`src/cdda_pkg.sv`:
```
`timescale 1ns / 1ps
// ----------------------------------------------------------------------------
// Calendar date arithmetic package
// Shared widths, status codes, request/response types of the year unit and
// the month tables of the Gregorian calendar.
// ----------------------------------------------------------------------------
package cdda_pkg;

	// Years inside the block reach a little past the largest input year.
	localparam int YEAR_W = 13;
	// Unsigned day count from 1 Jan of year 0.
	localparam int SER_W = 21;
	// Signed serial numbers and day differences.
	localparam int DIFF_W = 22;
	// Day remainder inside one year.
	localparam int REST_W = 9;

	// Stream payload widths.
	localparam int IN_TDATA_W = 64;
	localparam int OUT_TDATA_W = 48;
	localparam int OUT_TUSER_W = 2;

	// Reciprocal of 100 scaled by two to the RECIP_SHIFT; exact for 13-bit years.
	localparam int RECIP_100 = 5243;
	localparam int RECIP_SHIFT = 19;
	localparam int PROD_W = 2 * YEAR_W;
	localparam int Q100_W = 7;

	// Result status codes.
	localparam logic [1:0] STATUS_OK = 2'd0;
	localparam logic [1:0] STATUS_BAD_DATE = 2'd1;
	localparam logic [1:0] STATUS_RANGE = 2'd2;

	// Request to the year unit.
	typedef struct packed {
		logic              start;
		logic [YEAR_W-1:0] year;
	} yu_req_t;

	// Response of the year unit: days before 1 Jan of the year and its leap flag.
	typedef struct packed {
		logic             done;
		logic [SER_W-1:0] dby;
		logic             leap;
	} yu_rsp_t;

	// Length of a month, zero for a month code outside 1 to 12.
	function automatic logic [4:0] month_days(input logic [3:0] m, input logic leap);
		logic [4:0] d;
		case (m)
			4'd1, 4'd3, 4'd5, 4'd7, 4'd8, 4'd10, 4'd12: d = 5'd31;
			4'd4, 4'd6, 4'd9, 4'd11:                     d = 5'd30;
			4'd2:                                        d = leap ? 5'd29 : 5'd28;
			default:                                     d = 5'd0;
		endcase
		return d;
	endfunction

	// Days from 1 Jan to the first of the month, the month clamped into 1 to 12.
	function automatic logic [REST_W-1:0] days_before_month(input logic [3:0] m,
		input logic leap);
		logic [REST_W-1:0] s;
		case (m)
			4'd0, 4'd1: s = 9'd0;
			4'd2:       s = 9'd31;
			4'd3:       s = 9'd59;
			4'd4:       s = 9'd90;
			4'd5:       s = 9'd120;
			4'd6:       s = 9'd151;
			4'd7:       s = 9'd181;
			4'd8:       s = 9'd212;
			4'd9:       s = 9'd243;
			4'd10:      s = 9'd273;
			4'd11:      s = 9'd304;
			default:    s = 9'd334;
		endcase
		if (leap && m > 4'd2) begin
			s = s + 9'd1;
		end
		return s;
	endfunction

endpackage

```
`src/cdda_year_unit.sv`:
```
`timescale 1ns / 1ps
// ----------------------------------------------------------------------------
// Calendar date year unit
// Three-stage pipeline that gives the number of days before 1 Jan of a year
// and whether that year is a leap year, using a reciprocal multiply for the
// century quotient.
// ----------------------------------------------------------------------------
module cdda_year_unit (
	input  logic              clk,
	input  logic              arst_n,
	input  cdda_pkg::yu_req_t req,
	output cdda_pkg::yu_rsp_t rsp
);
	import cdda_pkg::*;

	logic              vld_s1, vld_s2, vld_s3;
	logic [YEAR_W-1:0] y_s1, y_s2;
	logic [Q100_W-1:0] q100_s1, q100_s2;
	logic [Q100_W-1:0] r100_s2;
	logic [PROD_W-1:0] prod;
	logic [YEAR_W-1:0] hund;
	logic [YEAR_W-1:0] y_plus3;
	logic              nz100, nz400;
	logic [SER_W-1:0]  dby_s3;
	logic              leap_s3;
	logic [SER_W-1:0]  dby_next;

	// Valid flags travel with the stages.
	always_ff @(posedge clk or negedge arst_n) begin
		if (!arst_n) begin
			vld_s1 <= 1'b0;
			vld_s2 <= 1'b0;
			vld_s3 <= 1'b0;
		end else begin
			vld_s1 <= req.start;
			vld_s2 <= vld_s1;
			vld_s3 <= vld_s2;
		end
	end

	// Stage 1: century quotient by reciprocal multiplication.
	assign prod = PROD_W'(req.year) * PROD_W'(RECIP_100);

	always_ff @(posedge clk) begin
		y_s1    <= req.year;
		q100_s1 <= prod[RECIP_SHIFT +: Q100_W];
	end

	// Stage 2: remainder of the year by 100.
	assign hund = YEAR_W'(q100_s1) * YEAR_W'(100);

	always_ff @(posedge clk) begin
		y_s2    <= y_s1;
		q100_s2 <= q100_s1;
		r100_s2 <= Q100_W'(y_s1 - hund);
	end

	// Stage 3: day count with ceiling quotients by 4, 100 and 400.
	assign nz100   = (r100_s2 != '0);
	assign nz400   = nz100 || (q100_s2[1:0] != 2'd0);
	assign y_plus3 = y_s2 + YEAR_W'(3);
	assign dby_next = SER_W'(y_s2) * SER_W'(365)
		+ SER_W'(y_plus3 >> 2)
		- SER_W'(q100_s2) - SER_W'(nz100)
		+ SER_W'(q100_s2 >> 2) + SER_W'(nz400);

	always_ff @(posedge clk) begin
		dby_s3  <= dby_next;
		leap_s3 <= (y_s2[1:0] == 2'd0) && (nz100 || (q100_s2[1:0] == 2'd0));
	end

	assign rsp = '{done: vld_s3, dby: dby_s3, leap: leap_s3};

endmodule

```
`src/calendar_date_day_arithmetic_top.sv`:
```
`timescale 1ns / 1ps
// ----------------------------------------------------------------------------
// Calendar date day arithmetic
// Validates a Gregorian base date, shifts it by a signed day offset and gives
// the signed day difference to a second date with later and equal flags.
// ----------------------------------------------------------------------------
// One transaction is worked at a time. The input is accepted only when the
// sequencer is idle, and the result waits in an output register, so a new
// transaction can enter while the previous result is still unread. An invalid
// base date ends the transaction after the two year lookups. Otherwise the
// shifted date is found by walking years one at a time through the
// three-stage year unit (at most about 180 years for the largest offset),
// followed by up to eleven month steps.
module calendar_date_day_arithmetic_top #(
	parameter int MAX_YEAR = 4095
) (
	input  logic                                clk,
	input  logic                                arst_n,
	input  logic                                s_tvalid,
	output logic                                s_tready,
	// base_year[11:0], base_month[15:12], base_day[20:16], day_offset[37:21],
	// other_year[49:38], other_month[53:50], other_day[58:54], zero fill above
	input  logic [cdda_pkg::IN_TDATA_W-1:0]     s_tdata,
	output logic                                m_tvalid,
	input  logic                                m_tready,
	// result_year[11:0], result_month[15:12], result_day[20:16],
	// days_between[42:21], base_later[43], dates_equal[44], zero fill above
	output logic [cdda_pkg::OUT_TDATA_W-1:0]    m_tdata,
	// status[1:0]
	output logic [cdda_pkg::OUT_TUSER_W-1:0]    m_tuser
);
	import cdda_pkg::*;

	localparam logic [2:0] ST_IDLE  = 3'd0;
	localparam logic [2:0] ST_BASE  = 3'd1;
	localparam logic [2:0] ST_OTHER = 3'd2;
	localparam logic [2:0] ST_SHIFT = 3'd3;
	localparam logic [2:0] ST_UP    = 3'd4;
	localparam logic [2:0] ST_DOWN  = 3'd5;
	localparam logic [2:0] ST_MONTH = 3'd6;
	localparam logic [2:0] ST_FIN   = 3'd7;

	logic [2:0]               state_q;
	yu_req_t                  req;
	yu_rsp_t                  rsp;
	logic                     req_start_q;
	logic [YEAR_W-1:0]        req_year_q;

	logic [11:0]              by_q, oy_q;
	logic [3:0]               bm_q, om_q;
	logic [4:0]               bd_q, od_q;
	logic signed [16:0]       off_q;
	logic signed [DIFF_W-1:0] bs_q, diff_q, s_q;
	logic                     bad_q;
	logic [YEAR_W-1:0]        y_q;
	logic                     leap_q;
	logic [REST_W-1:0]        rest_q;
	logic [3:0]               m_q;
	logic [1:0]               status_q;

	logic                     m_tvalid_q;
	logic [OUT_TDATA_W-1:0]   out_data_q;
	logic [OUT_TUSER_W-1:0]   out_user_q;

	logic signed [DIFF_W-1:0] dby_s;
	logic signed [DIFF_W-1:0] serial_now;
	logic signed [DIFF_W-1:0] shifted;
	logic [4:0]               dim_base;
	logic [4:0]               dim_walk;
	logic                     base_bad;
	logic                     later, equal;
	logic                     ok_fin;
	logic                     step_down;
	logic [20:0]              date_bits;

	// Shared year unit.
	assign req = '{start: req_start_q, year: req_year_q};

	cdda_year_unit u_year (
		.clk    (clk),
		.arst_n (arst_n),
		.req    (req),
		.rsp    (rsp)
	);

	// Serial number of whichever date the year unit has just finished.
	assign dby_s = DIFF_W'(rsp.dby);
	always_comb begin
		if (state_q == ST_BASE) begin
			serial_now = dby_s + DIFF_W'(days_before_month(bm_q, rsp.leap))
				+ DIFF_W'(bd_q) - DIFF_W'(1);
		end else begin
			serial_now = dby_s + DIFF_W'(days_before_month(om_q, rsp.leap))
				+ DIFF_W'(od_q) - DIFF_W'(1);
		end
	end

	// Base date check.
	assign dim_base = month_days(bm_q, rsp.leap);
	assign base_bad = (32'(by_q) > MAX_YEAR) || (bd_q == 5'd0) || (bd_q > dim_base);

	assign shifted  = bs_q + DIFF_W'(off_q);
	assign dim_walk = month_days(m_q, leap_q);

	// The downward year walk continues while the candidate year starts after the target.
	assign step_down = (y_q != '0) && (dby_s > s_q);

	// Raw field compare flags.
	assign equal = (by_q == oy_q) && (bm_q == om_q) && (bd_q == od_q);
	assign later = (by_q > oy_q) || ((by_q == oy_q) &&
		((bm_q > om_q) || ((bm_q == om_q) && (bd_q > od_q))));

	assign ok_fin = (state_q == ST_FIN) && (!m_tvalid_q || m_tready);

	// Sequencer control.
	always_ff @(posedge clk or negedge arst_n) begin
		if (!arst_n) begin
			state_q     <= ST_IDLE;
			req_start_q <= 1'b0;
		end else begin
			case (state_q)
				ST_IDLE: begin
					req_start_q <= s_tvalid;
					if (s_tvalid) begin
						state_q <= ST_BASE;
					end
				end
				ST_BASE: begin
					req_start_q <= rsp.done;
					if (rsp.done) begin
						state_q <= ST_OTHER;
					end
				end
				ST_OTHER: begin
					req_start_q <= 1'b0;
					if (rsp.done) begin
						state_q <= bad_q ? ST_FIN : ST_SHIFT;
					end
				end
				ST_SHIFT: begin
					req_start_q <= !shifted[DIFF_W-1];
					if (shifted[DIFF_W-1]) begin
						state_q <= ST_FIN;
					end else begin
						state_q <= ST_UP;
					end
				end
				ST_UP: begin
					req_start_q <= rsp.done;
					if (rsp.done && dby_s > s_q) begin
						state_q <= ST_DOWN;
					end
				end
				ST_DOWN: begin
					req_start_q <= rsp.done && step_down;
					if (rsp.done && !step_down) begin
						if (32'(y_q) > MAX_YEAR) begin
							state_q <= ST_FIN;
						end else begin
							state_q <= ST_MONTH;
						end
					end
				end
				ST_MONTH: begin
					req_start_q <= 1'b0;
					if (!(m_q < 4'd12 && rest_q >= REST_W'(dim_walk))) begin
						state_q <= ST_FIN;
					end
				end
				ST_FIN: begin
					req_start_q <= 1'b0;
					if (ok_fin) begin
						state_q <= ST_IDLE;
					end
				end
				default: begin
					req_start_q <= 1'b0;
					state_q     <= ST_IDLE;
				end
			endcase
		end
	end

	// Sequencer data path.
	always_ff @(posedge clk) begin
		case (state_q)
			ST_IDLE: begin
				by_q       <= s_tdata[11:0];
				bm_q       <= s_tdata[15:12];
				bd_q       <= s_tdata[20:16];
				off_q      <= s_tdata[37:21];
				oy_q       <= s_tdata[49:38];
				om_q       <= s_tdata[53:50];
				od_q       <= s_tdata[58:54];
				req_year_q <= YEAR_W'(s_tdata[11:0]);
			end
			ST_BASE: begin
				if (rsp.done) begin
					bs_q       <= serial_now;
					bad_q      <= base_bad;
					req_year_q <= YEAR_W'(oy_q);
				end
			end
			ST_OTHER: begin
				if (rsp.done) begin
					diff_q   <= bs_q - serial_now;
					status_q <= bad_q ? STATUS_BAD_DATE : STATUS_OK;
				end
			end
			ST_SHIFT: begin
				s_q        <= shifted;
				y_q        <= YEAR_W'(by_q);
				req_year_q <= YEAR_W'(by_q) + YEAR_W'(1);
				if (shifted[DIFF_W-1]) begin
					status_q <= STATUS_RANGE;
				end
			end
			ST_UP: begin
				if (rsp.done) begin
					if (dby_s > s_q) begin
						req_year_q <= y_q;
					end else begin
						y_q        <= y_q + YEAR_W'(1);
						req_year_q <= y_q + YEAR_W'(2);
					end
				end
			end
			ST_DOWN: begin
				if (rsp.done) begin
					if (step_down) begin
						y_q        <= y_q - YEAR_W'(1);
						req_year_q <= y_q - YEAR_W'(1);
					end else if (32'(y_q) > MAX_YEAR) begin
						status_q <= STATUS_RANGE;
					end else begin
						rest_q <= REST_W'(s_q - dby_s);
						leap_q <= rsp.leap;
						m_q    <= 4'd1;
					end
				end
			end
			ST_MONTH: begin
				if (m_q < 4'd12 && rest_q >= REST_W'(dim_walk)) begin
					rest_q <= rest_q - REST_W'(dim_walk);
					m_q    <= m_q + 4'd1;
				end
			end
			default: begin
			end
		endcase
	end

	// Output register.
	always_ff @(posedge clk or negedge arst_n) begin
		if (!arst_n) begin
			m_tvalid_q <= 1'b0;
		end else if (ok_fin) begin
			m_tvalid_q <= 1'b1;
		end else if (m_tready) begin
			m_tvalid_q <= 1'b0;
		end
	end

	// Date fields are cleared unless the shift succeeded.
	assign date_bits = (status_q == STATUS_OK) ? {rest_q[4:0] + 5'd1, m_q, y_q[11:0]} : '0;

	always_ff @(posedge clk) begin
		if (ok_fin) begin
			out_data_q <= OUT_TDATA_W'({equal, later, diff_q, date_bits});
			out_user_q <= status_q;
		end
	end

	assign s_tready = (state_q == ST_IDLE);
	assign m_tvalid = m_tvalid_q;
	assign m_tdata  = out_data_q;
	assign m_tuser  = out_user_q;

`ifndef SYNTHESIS
	// The year unit only answers while the sequencer waits for it.
	a_unit_wait: assert property (@(posedge clk) disable iff (!arst_n)
		rsp.done |-> (state_q == ST_BASE || state_q == ST_OTHER ||
			state_q == ST_UP || state_q == ST_DOWN))
		else $error("year unit answered outside a wait state");

	// The month walk stays within the calendar.
	a_month_range: assert property (@(posedge clk) disable iff (!arst_n)
		state_q == ST_MONTH |-> (m_q >= 4'd1 && m_q <= 4'd12))
		else $error("month walk left the range 1 to 12");

	// A good result carries a real month and day.
	a_ok_fields: assert property (@(posedge clk) disable iff (!arst_n)
		$rose(m_tvalid) && m_tuser == STATUS_OK |->
			(m_tdata[15:12] != 4'd0 && m_tdata[20:16] != 5'd0))
		else $error("good result with empty month or day");
`endif

endmodule

```
`config.mk`:
```
export PLATFORM = sky130hd
export DESIGN_NAME = calendar_date_day_arithmetic_top
export DESIGN_NICKNAME = d
export VERILOG_FILES = /design/src/cdda_pkg.sv /design/src/cdda_year_unit.sv /design/src/calendar_date_day_arithmetic_top.sv
export SDC_FILE = /design/constraint.sdc
export NUM_CORES = 1
export LEC_CHECK = 0
export ABC_AREA = 1
export BUFFER_PORTS_ARGS = -buffer_cell sky130_fd_sc_hd__clkbuf_2
export CAP_MARGIN = 20
export CORE_ASPECT_RATIO = 1.1
export CORE_MARGIN = 5
export CORE_UTILIZATION = 32
export CTS_BUF_LIST = sky130_fd_sc_hd__clkbuf_4 sky130_fd_sc_hd__clkbuf_8 sky130_fd_sc_hd__clkbuf_16
export DETAILED_ROUTE_END_ITERATION = 6
export PLACE_DENSITY = 0.45
export SYNTH_ARGS = -nofsm -noshare
export SYNTH_HDL_FRONTEND = slang
export SYNTH_SLANG_ARGS = --single-unit
```
`constraint.sdc`:
```
create_clock -name clk -period 8.3 [get_ports clk]
set_input_delay 1.245 -clock clk [delete_from_list [all_inputs] [get_ports clk]]
set_output_delay 1.245 -clock clk [all_outputs]
set_load 0.01 [all_outputs]
```
==> results by group <==
Yosys
  • Synth area leaders: edfxtp_1 (24%), ha_1 (18%), fa_1 (11%)
  • Post-synth EDFFs: 215
  • XOR/XNOR share of the synthesized area: 4.50%
  • Syn avg cell area: 8.71 µm²
  • Syn. warnings: 0
  • #FFs+latches synth: 308
  • Cell Area, Synth: 0.0265 mm²
  • Yosys top cell by area: edfxtp_1
  • Ys flop type: edfxtp_1
  • Largest family of logic cells by synthesized area: adder cells
  • Most frequent cell after synthesis: inv_1
  • Syn Inst Count: 3040
  • Commonest cells post-synth: inv_1 (620), nand2_1 (517), ha_1 (389)
  • Post-Synth Simple-Gate Area: 16.1%
  • Adder-cell share of the synthesized area: 28.9%
  • Post-synth ARST share: 2.60%
  • Share of the synthesized area in the top cell type: 24.4%
  • Mux contribution to synthesized area: 0.113%
  • Post-synthesis cell type count: 66
  • Compound-gate portion of the synthesized area: 9.03%
  • Sequential fraction of the synthesis area: 31.6%

Die
  • Std cell rows: 110
  • Starting Density: 32.3%
  • Die Ht: 312 µm
  • Die width: 284 µm
  • Io pins: 120
  • Core area: 0.0819 mm²
  • Die area: 0.0886 mm²

Worst setup path
  • Cells on worst reg2reg path: 25
  • WP data arrival: 5.94 ns
  • Worst Path Required: 8.63 ns
  • Startpoint types: register
  • Critical-path top delay cell: fa_1
  • Cell mode on critical path: inv_1
  • Largest incremental delay on the critical path: 0.50 ns
  • Worst setup path class: register to register
  • CP Max Fanout: 7
  • Crit. End Element: register

Timing
  • TNS Setup: 0 ns
  • Final setup fails: 0
  • Final worst path period share: 67.6%
  • Final max-slew violation count: 0
  • Crit path time final: 5.61 ns
  • Slew @ Worst Pin: 0.988 ns
  • Headroom to the max-slew limit: 33.5%
  • Final Hold Viols: 0
  • Unrepaired setup endpoints after global routing: false
  • Setup Skew: 0.0360 ns
  • Fmax achieved: 178 MHz

Cells and area
  • Layout cells sized above 1: 8.32%
  • Ant diodes: 0
  • Multi-input combinational cell area: 0.0155 mm²
  • Final net count: 3774
  • Fill cell count: 8550
  • Register area: 0.00836 mm²
  • Area Overhead vs Synth: 12.0%

Global routing
  • First-pass GRT wire length: 113000 µm
  • GRT Util Overall: 16.1%
  • Vias in the first global route: 19900
  • Largest net degree at the start of global routing: 64
  • Total global routing overflow: 0
  • Initial antenna violation count: 1

CTS
  • Clock slew at reported path FFs: 0.06 ns
  • CTS Buffer Depth: 3
  • Resize count post-CTS: 0
  • Total CTS buffers: 41
  • Post-CTS Setup Inserts: 0
  • Root Buffer: clkbuf_16
  • CTS tree: yes
  • CTS Hold Bufs: 0
  • Htree depth: 2
  • Num Clock Sinks: 308
  • Clk_lat worst skew: 0.59 ns

Run status
  • Status: completed

Worst hold path
  • Hold Path Cell Cnt: 0
  • Hold Path Class: register to register

Place
  • RD Place Congestion: 0.889
  • Post-DP HPWL: 59300 µm
  • Port Buffers: 111

Drt
  • Detail Route Antenna Nets: 0
  • Via count: 19800
  • Initial DRC count: 841
  • Remaining DRCs: 0
  • WL/cell: 16.8 µm
  • Vias/cell: 4.63
  • Final WL: 71700 µm
  • DR pass1 iterations: 7

Run
  • Max-Cap Viols: 0
sequential cells by signal, summed over array words and instances, names as in the netlist, 9 cells and up, named ones only:
name,cells
diff_q,22
y_q,13
s_q,22
oy_q,12
m_tdata,45
by_q,12
u_year.y_s2,13
off_q,17
req_year_q,13
u_year.y_s1,13
u_year.dby_s3,21
rest_q,9
bs_q,22
placed cells by master (no fill, tap or decap), types with 7 or more instances in the layout:
master / instances
inv_1: 620
nand2_1: 517
ha_1: 389
nor2_1: 216
edfxtp_1: 215
a21oi_1: 152
fa_1: 139
o21ai_0: 120
clkbuf_2: 111
nand3_1: 110
xor2_1: 93
dfxtp_1: 85
nand4_1: 43
xnor2_1: 43
clkbuf_16: 42
nor3_1: 33
a31oi_1: 22
a21o_1: 18
o211ai_1: 17
o21bai_1: 15
inv_2: 12
nor4_1: 10
clkinv_2: 10
or2_2: 10
buf_4: 10
nor2_2: 9
clkinv_1: 8
o21ai_2: 8
o21ai_1: 8
dfrtp_1: 8
nand3_2: 7
a211oi_1: 7
clkbuf_4: 7
per-layer routing:
metal  GRT usage, %  vias up  routed length (µm)
met5              0        -                   0
met1           20.8     9153               32500
met4           4.67        0                2100
met2           28.2      336               34800
met3           2.03       87                2310
li1               -    10200                   -
worst max-delay path: cells and delay by family, from the launching register on:
kind	cells	cell delay (ns)
AO/OA/AOI/OAI	8	1.55
XOR/XNOR	2	0.49
adder cells (fa/ha/maj)	5	1.84
buffers and inverters	6	0.49
flip-flops	1	0.47
multiplexers	1	0.17
AND/OR/NAND/NOR	3	0.37
through the flow:
stage	hold WS, ns	setup slack [ns]	instances	cell area, µm²	util [%]
CTS	0.317	2.68	4275	29600	36.2
global route	0.325	2.20	4275	29600	36.2
floorplan	0.310	3.58	3042	26500	-
global placement	0.313	2.71	4199	28300	34.5
finish	0.316	2.69	4275	29600	36.2
detailed placement	0.312	2.67	4199	28300	34.5
area by class of cell:
type | count | area share [%]
clock inverters | 24 | 0.798
clock buffers | 52 | 3.86
inverters | 638 | 8.09
multi-input cells | 2068 | 52.4
repair buffers | 121 | 2.13
well taps | 1064 | 4.49
flip-flops and latches | 308 | 28.2
kinds of logic (layout without fill, tap and decap cells):
logic type                 count (synthesis)  after routing
DFF                                      308            308
AOI/OAI and AO/OA                        410            410
and+or+nand+nor                          988            988
buffers and inverters                    666            835
muxes                                      3              3
other                                      1              3
xor gates and xnor gates                 136            136
adders and majority gates                528            528
path summary, 6_finish.rpt:
path / from / slack [ns] / to
min in group asynchronous: arst_n / 0.53 / m_tvalid
setup reg to reg: u_year.leap_s3 / 2.69 / diff_q[14]
hold / removal: u_year.y_s1[1] / 0.32 / u_year.y_s2[1]
setup / recovery: u_year.leap_s3 / 2.69 / diff_q[14]
max in group asynchronous: arst_n / 7.56 / u_year.vld_s1
hold reg to reg: u_year.y_s1[1] / 0.32 / u_year.y_s2[1]
Power is left out: the tool's default activity adds up to more than one toggle a clock period on the data nets, which glitch-free logic cannot reach.
